==> config.mk <==
export PLATFORM = sky130hd
export DESIGN_NAME = ccf_div
export DESIGN_NICKNAME = d
export VERILOG_FILES = /design/src/rtl/cubical_coface_enumerator_macros.svh /design/src/rtl/ccf_pkg.sv /design/src/rtl/ccf_div.sv
export SDC_FILE = /design/constraint.sdc
export NUM_CORES = 1
export LEC_CHECK = 0
export BUFFER_PORTS_ARGS = -buffer_cell sky130_fd_sc_hd__buf_2
export CORE_MARGIN = 4
export CORE_UTILIZATION = 28
export DETAILED_ROUTE_END_ITERATION = 10
export HOLD_SLACK_MARGIN = 0.05
export PLACE_DENSITY = 0.49
export SLEW_MARGIN = 20
export SYNTH_ARGS = -nofsm -noshare
export SYNTH_HDL_FRONTEND = slang
export SYNTH_SLANG_ARGS = --single-unit
export TNS_END_PERCENT = 1
==> constraint.sdc <==
create_clock -name clk -period 2.3 [get_ports clk]
set_input_delay 0.46 -clock clk [delete_from_list [all_inputs] [get_ports clk]]
set_output_delay 0.46 -clock clk [all_outputs]
set_load 0.05 [all_outputs]
==> src/rtl/cubical_coface_enumerator_macros.svh <==
// Assertion macros for the cubical coface enumerator.
// Used by the top level; relies on clk and rst_n being in scope.
`ifndef CUBICAL_COFACE_ENUMERATOR_MACROS_SVH
`define CUBICAL_COFACE_ENUMERATOR_MACROS_SVH

`ifndef ASSERT_OFF
// Same-cycle implication, checked out of reset
`define CCF_ASSERT_IMPLY(lbl, ante, cons) \
  lbl: assert property (@(posedge clk) disable iff (!rst_n) (ante) |-> (cons)) \
    else $error("implication check failed");
// Next-cycle implication, checked out of reset
`define CCF_ASSERT_NEXT(lbl, ante, cons) \
  lbl: assert property (@(posedge clk) disable iff (!rst_n) (ante) |=> (cons)) \
    else $error("next-cycle check failed");
`else
`define CCF_ASSERT_IMPLY(lbl, ante, cons)
`define CCF_ASSERT_NEXT(lbl, ante, cons)
`endif

`endif

==> src/rtl/ccf_pkg.sv <==
// Shared constants, types and the candidate coface table.
// No dependencies.
package ccf_pkg;

  localparam int MAX_SIDE    = 32;
  localparam int PADDED      = MAX_SIDE + 2;
  localparam int STORE_DEPTH = PADDED * PADDED * PADDED;
  localparam int ADDR_W      = $clog2(STORE_DEPTH);
  localparam int CRD_W       = 6;
  localparam int SIZE_W      = 6;
  localparam int IDX_W       = 17;
  localparam int VAL_W       = 32;
  localparam int CFG_IDX_W   = 2;

  // operation codes
  localparam logic OP_WRITE = 1'b0;
  localparam logic OP_QUERY = 1'b1;

  // register indexes
  localparam logic [CFG_IDX_W-1:0] REG_SIZE_X    = 2'd0;
  localparam logic [CFG_IDX_W-1:0] REG_SIZE_Y    = 2'd1;
  localparam logic [CFG_IDX_W-1:0] REG_SIZE_Z    = 2'd2;
  localparam logic [CFG_IDX_W-1:0] REG_THRESHOLD = 2'd3;

  // lowered axis of a candidate
  localparam logic [1:0] DEC_NONE = 2'd0;
  localparam logic [1:0] DEC_X    = 2'd1;
  localparam logic [1:0] DEC_Y    = 2'd2;
  localparam logic [1:0] DEC_Z    = 2'd3;

  // vox[k] = {x, y, z} padded offsets, two bits each
  typedef struct packed {
    logic [1:0]       dec;
    logic [1:0]       typ;
    logic [3:0][5:0]  vox;
  } cand_t;

  function automatic cand_t cand_rec(input logic [1:0] dec, input logic [1:0] typ,
                                     input logic [5:0] v0, input logic [5:0] v1,
                                     input logic [5:0] v2, input logic [5:0] v3);
    cand_t c;
    c.dec = dec;
    c.typ = typ;
    c.vox = {v3, v2, v1, v0};
    return c;
  endfunction

  function automatic logic [5:0] off(input int x, input int y, input int z);
    return {x[1:0], y[1:0], z[1:0]};
  endfunction

  // Fixed candidate order: six for points, four per edge type, two per face type
  function automatic cand_t cand_lookup(input logic [4:0] i);
    cand_t c;
    case (i)
      5'd0:  c = cand_rec(DEC_NONE, 2'd2, off(1,1,2), off(1,1,2), off(1,1,2), off(1,1,2));
      5'd1:  c = cand_rec(DEC_Z,    2'd2, off(1,1,0), off(1,1,0), off(1,1,0), off(1,1,0));
      5'd2:  c = cand_rec(DEC_NONE, 2'd1, off(1,2,1), off(1,2,1), off(1,2,1), off(1,2,1));
      5'd3:  c = cand_rec(DEC_Y,    2'd1, off(1,0,1), off(1,0,1), off(1,0,1), off(1,0,1));
      5'd4:  c = cand_rec(DEC_NONE, 2'd0, off(2,1,1), off(2,1,1), off(2,1,1), off(2,1,1));
      5'd5:  c = cand_rec(DEC_X,    2'd0, off(0,1,1), off(0,1,1), off(0,1,1), off(0,1,1));
      5'd6:  c = cand_rec(DEC_NONE, 2'd1, off(1,1,2), off(2,1,2), off(1,1,2), off(1,1,2));
      5'd7:  c = cand_rec(DEC_Z,    2'd1, off(1,1,0), off(2,1,0), off(1,1,0), off(1,1,0));
      5'd8:  c = cand_rec(DEC_NONE, 2'd0, off(1,2,1), off(2,2,1), off(1,2,1), off(1,2,1));
      5'd9:  c = cand_rec(DEC_Y,    2'd0, off(1,0,1), off(2,0,1), off(1,0,1), off(1,0,1));
      5'd10: c = cand_rec(DEC_NONE, 2'd2, off(1,1,2), off(1,2,2), off(1,1,2), off(1,1,2));
      5'd11: c = cand_rec(DEC_Z,    2'd2, off(1,1,0), off(1,2,0), off(1,1,0), off(1,1,0));
      5'd12: c = cand_rec(DEC_NONE, 2'd0, off(2,1,1), off(2,2,1), off(2,1,1), off(2,1,1));
      5'd13: c = cand_rec(DEC_X,    2'd0, off(0,1,1), off(0,2,1), off(0,1,1), off(0,1,1));
      5'd14: c = cand_rec(DEC_NONE, 2'd2, off(1,2,1), off(1,2,2), off(1,2,1), off(1,2,1));
      5'd15: c = cand_rec(DEC_Y,    2'd2, off(1,0,1), off(1,0,2), off(1,0,1), off(1,0,1));
      5'd16: c = cand_rec(DEC_NONE, 2'd1, off(2,1,1), off(2,1,2), off(2,1,1), off(2,1,1));
      5'd17: c = cand_rec(DEC_X,    2'd1, off(0,1,1), off(0,1,2), off(0,1,1), off(0,1,1));
      5'd18: c = cand_rec(DEC_NONE, 2'd0, off(1,1,2), off(2,1,2), off(1,2,2), off(2,2,2));
      5'd19: c = cand_rec(DEC_Z,    2'd0, off(1,1,0), off(2,1,0), off(1,2,0), off(2,2,0));
      5'd20: c = cand_rec(DEC_NONE, 2'd0, off(1,2,1), off(2,2,1), off(1,2,2), off(2,2,2));
      5'd21: c = cand_rec(DEC_Y,    2'd0, off(1,0,1), off(2,0,1), off(1,0,2), off(2,0,2));
      5'd22: c = cand_rec(DEC_NONE, 2'd0, off(2,1,1), off(2,2,1), off(2,1,2), off(2,2,2));
      5'd23: c = cand_rec(DEC_X,    2'd0, off(0,1,1), off(0,2,1), off(0,1,2), off(0,2,2));
      default: c = '0;
    endcase
    return c;
  endfunction

endpackage

==> src/rtl/ccf_div.sv <==
// Restoring divider, one quotient bit per cycle: index by a grid size.
// Depends on ccf_pkg.
module ccf_div import ccf_pkg::*; (
  input  logic              clk,
  input  logic              rst_n,
  input  logic              go,
  input  logic [IDX_W-1:0]  dividend,
  input  logic [SIZE_W-1:0] divisor,
  output logic              done,
  output logic [IDX_W-1:0]  quo,
  output logic [SIZE_W-1:0] rem
);

  localparam int CNT_W = $clog2(IDX_W + 1);

  logic [IDX_W-1:0]  quo_r;
  logic [SIZE_W-1:0] rem_r;
  logic [SIZE_W-1:0] dvs_r;
  logic [CNT_W-1:0]  cnt_r;
  logic              run_r;
  logic              done_r;
  logic [SIZE_W:0]   trial;
  logic              ge;

  // shift in the next dividend bit and try a subtract
  assign trial = {rem_r, quo_r[IDX_W-1]};
  assign ge    = trial >= {1'b0, dvs_r};

  always_ff @(posedge clk) begin
    if (!rst_n) begin
      run_r  <= 1'b0;
      done_r <= 1'b0;
      cnt_r  <= '0;
    end else begin
      done_r <= 1'b0;
      if (go) begin
        run_r <= 1'b1;
        cnt_r <= '0;
        quo_r <= dividend;
        rem_r <= '0;
        dvs_r <= divisor;
      end else if (run_r) begin
        rem_r <= ge ? SIZE_W'(trial - {1'b0, dvs_r}) : SIZE_W'(trial);
        quo_r <= {quo_r[IDX_W-2:0], ge};
        cnt_r <= cnt_r + 1'b1;
        if (cnt_r == CNT_W'(IDX_W - 1)) begin
          run_r  <= 1'b0;
          done_r <= 1'b1;
        end
      end
    end
  end

  assign done = done_r;
  assign quo  = quo_r;
  assign rem  = rem_r;

endmodule

==> run summary <==
status: complete, no violations
CTS sink cnt: 36
vias in the first global route: 1285
crit start category: register
Layout Skew: 0.00495 ns
Worst-Skew Late Latency: 0.28 ns
fin crit share: 0.863
Post-synth EDFFs: 29
PostCTS Resize Cnt: 0
top cell type's share of synthesized area: 0.496
Req. time, crit path: 2.34 ns
minimum clock period: 1.98 ns
first-pass GRT wire length: 6.18 mm
Buf/Inv on CP: 0
via/cell ratio: 4.64
Syn Area/Cell: 13.5 sq um
DP Area: 2100 sq um
CTS Hold Bufs: 0
worst slack at placement: 0.329 ns
Avg WL per Cell: 14.1 microns
# diodes: 0
Synth cell types: 36
die span in y: 87.2 microns
Max Cap Viol: 0
layout cells sized above 1: 0.409
number of setup buffers added after CTS: 0
Reg-to-Reg End: quo[0]
die area: 7600 sq um
most common cell after layout, fill and taps aside: buf_2
Num CTS Buffers: 5
final instance area: 2180 sq um
reg2reg setup slack: 0.32 ns
DRC: 0
1st-pass router iterations: 4
Max IR drop VDD: 0.000409 V
detailed-route via count: 1212
gr ovfl total: 0
nets@finish: 221
HP Class: in -> reg
final-report setup violation count: 0
# placed instances: 253
RePlAce Congestion: 0.774
H-tree depth: 2
Slew @ Worst Pin: 0.420 ns
Hold Crit Depth: 1
sequential share of the synthesized area: 0.576
RR Startpoint: rem[1]
Hold EP: dvs_r[3]
TritonCTS clock tree: done
CP max FO: 10
ranking of synthesized cells by area: edfxtp_1 50%, dfxtp_1 8.0%, mux2_2 7.7%, ha_1 6.4%, mux2_1 3.2%
clock slew at reported path FFs: 0.08 ns
number of I/O pins: 50
crit-path max cell delay: 0.43 ns
port bufs: 49
Core Box Area: 5990 sq um
CP Class: reg -> reg
hold_sp: divisor[3]
initial antenna violation count: 0
drt initial violations: 31
row count: 28
synthesized cell area: 1750 sq um
unrepaired setup endpoints after global routing: false
Main synth FF type: edfxtp_1
Tot Pwr: 1.59 mW
Total Wirelength: 3.68 mm
P per Cell Area: 727 nW/um^2
FF+latch count, synth: 36
most frequent cells in the layout: 49 x buf_2, 29 x edfxtp_1, 12 x mux2_2, 10 x inv_1, 10 x nor2_1
Final TNS setup: 0 ns
crit-path cells: ha_1 > a21o_1 > a31oi_1 > o21ai_4 > mux2_2
die span in x: 87.2 microns
post-layout util: 0.364
Starting Density: 0.293
final non-filler cell total: 261
GRT Total Usage: 0.106
root buf cell: clkbuf_8
R2R cell count: 5
HPWL Detailed: 2.83 mm
crit path capture type: register
Async SR Flop Fraction: 0
syn_nets: 166
Final ANT Viol Nets: 0
largest net degree at the start of global routing: 24
CP arrival: 2.02 ns
Synth warnings: 0
Mapped Cells: 130
final critical-path setup slack: 0.316 ns
Top delay family on crit path: compound AO/OA/AOI/OAI gates
Leakage Power: 0.918 nW
top cell type by total area after synthesis: edfxtp_1
Area growth syn-to-layout: 24.5%
Critical Path Source: rem[1]
Final Hold Viols: 0
Slew headroom: 0.720
clk buf depth: 2
fin. max-slew vios: 0
WHS: 0.350 ns
Fmax: 0.504 GHz
slowest cell on the critical path: edfxtp_1
how the worst max path moves through the flow:
stage / slack (ns) / cells after the start / endpoint
6_report: 0.32 / 5 / quo[0]
2_1_floorplan: 0.14 / 5 / quo[0]
4_1_cts: 0.32 / 5 / quo[0]
5_1_grt: 0.22 / 6 / rem[2]
3_3_place_gp: 0.37 / 5 / quo[0]
3_5_place_dp: 0.33 / 5 / quo[0]
state kept, by name, indices dropped and copies added, names as in the netlist:
| signal | count |
|---|---|
| done | 1 |
| quo | 17 |
| run_r | 1 |
| cnt_r | 5 |
| dvs_r | 6 |
| rem | 6 |
routing by layer:
| layer | vias to the layer above | wire length [microns] | global-route usage |
|---|---|---|---|
| met5 | - | 0 | 0 |
| met4 | 0 | 74 | 0.0349 |
| met3 | 7 | 207 | 0.0388 |
| met2 | 35 | 1770 | 0.168 |
| met1 | 589 | 1630 | 0.134 |
| li1 | 581 | - | - |
where the power goes:
part           total [mW]  switching [mW]  internal, mW  leakage (nW)
registers           0.785          0.0260         0.759         0.333
clock network       0.440           0.229         0.211        0.0479
logic               0.362           0.232         0.130         0.537
total                1.59           0.488          1.10         0.918
cell type report:
type                       instances  area [sq um]
multi-input combinational         80           689
inverter                          11          41.3
tap                               75          93.8
fill                             592          3810
clock buffer                       5          68.8
clock inverter                     3          18.8
sequential                        36          1010
timing repair buffer              51           260
cells by family (layout without fill, tap and decap cells):
logic type      Yosys count  after routing  synth area share
xor+xnor                  6              6            0.0300
compound gates           18             18            0.0849
flops                    36             36             0.576
buf+inv                  14             70            0.0307
fa+ha+maj                10             10            0.0756
mux                      20             20             0.126
simple gates             26             26            0.0763
cell usage after synthesis (3+ instances only):
cell       n
edfxtp_1  29
mux2_2    12
inv_1     10
nor2_1    10
ha_1       9
dfxtp_1    7
mux2_1     5
nand2_1    5
o21a_1     4
mux2i_1    3
xnor2_1    3
xor2_1     3
No activity file was read; power rests on OpenSTA's default activity.
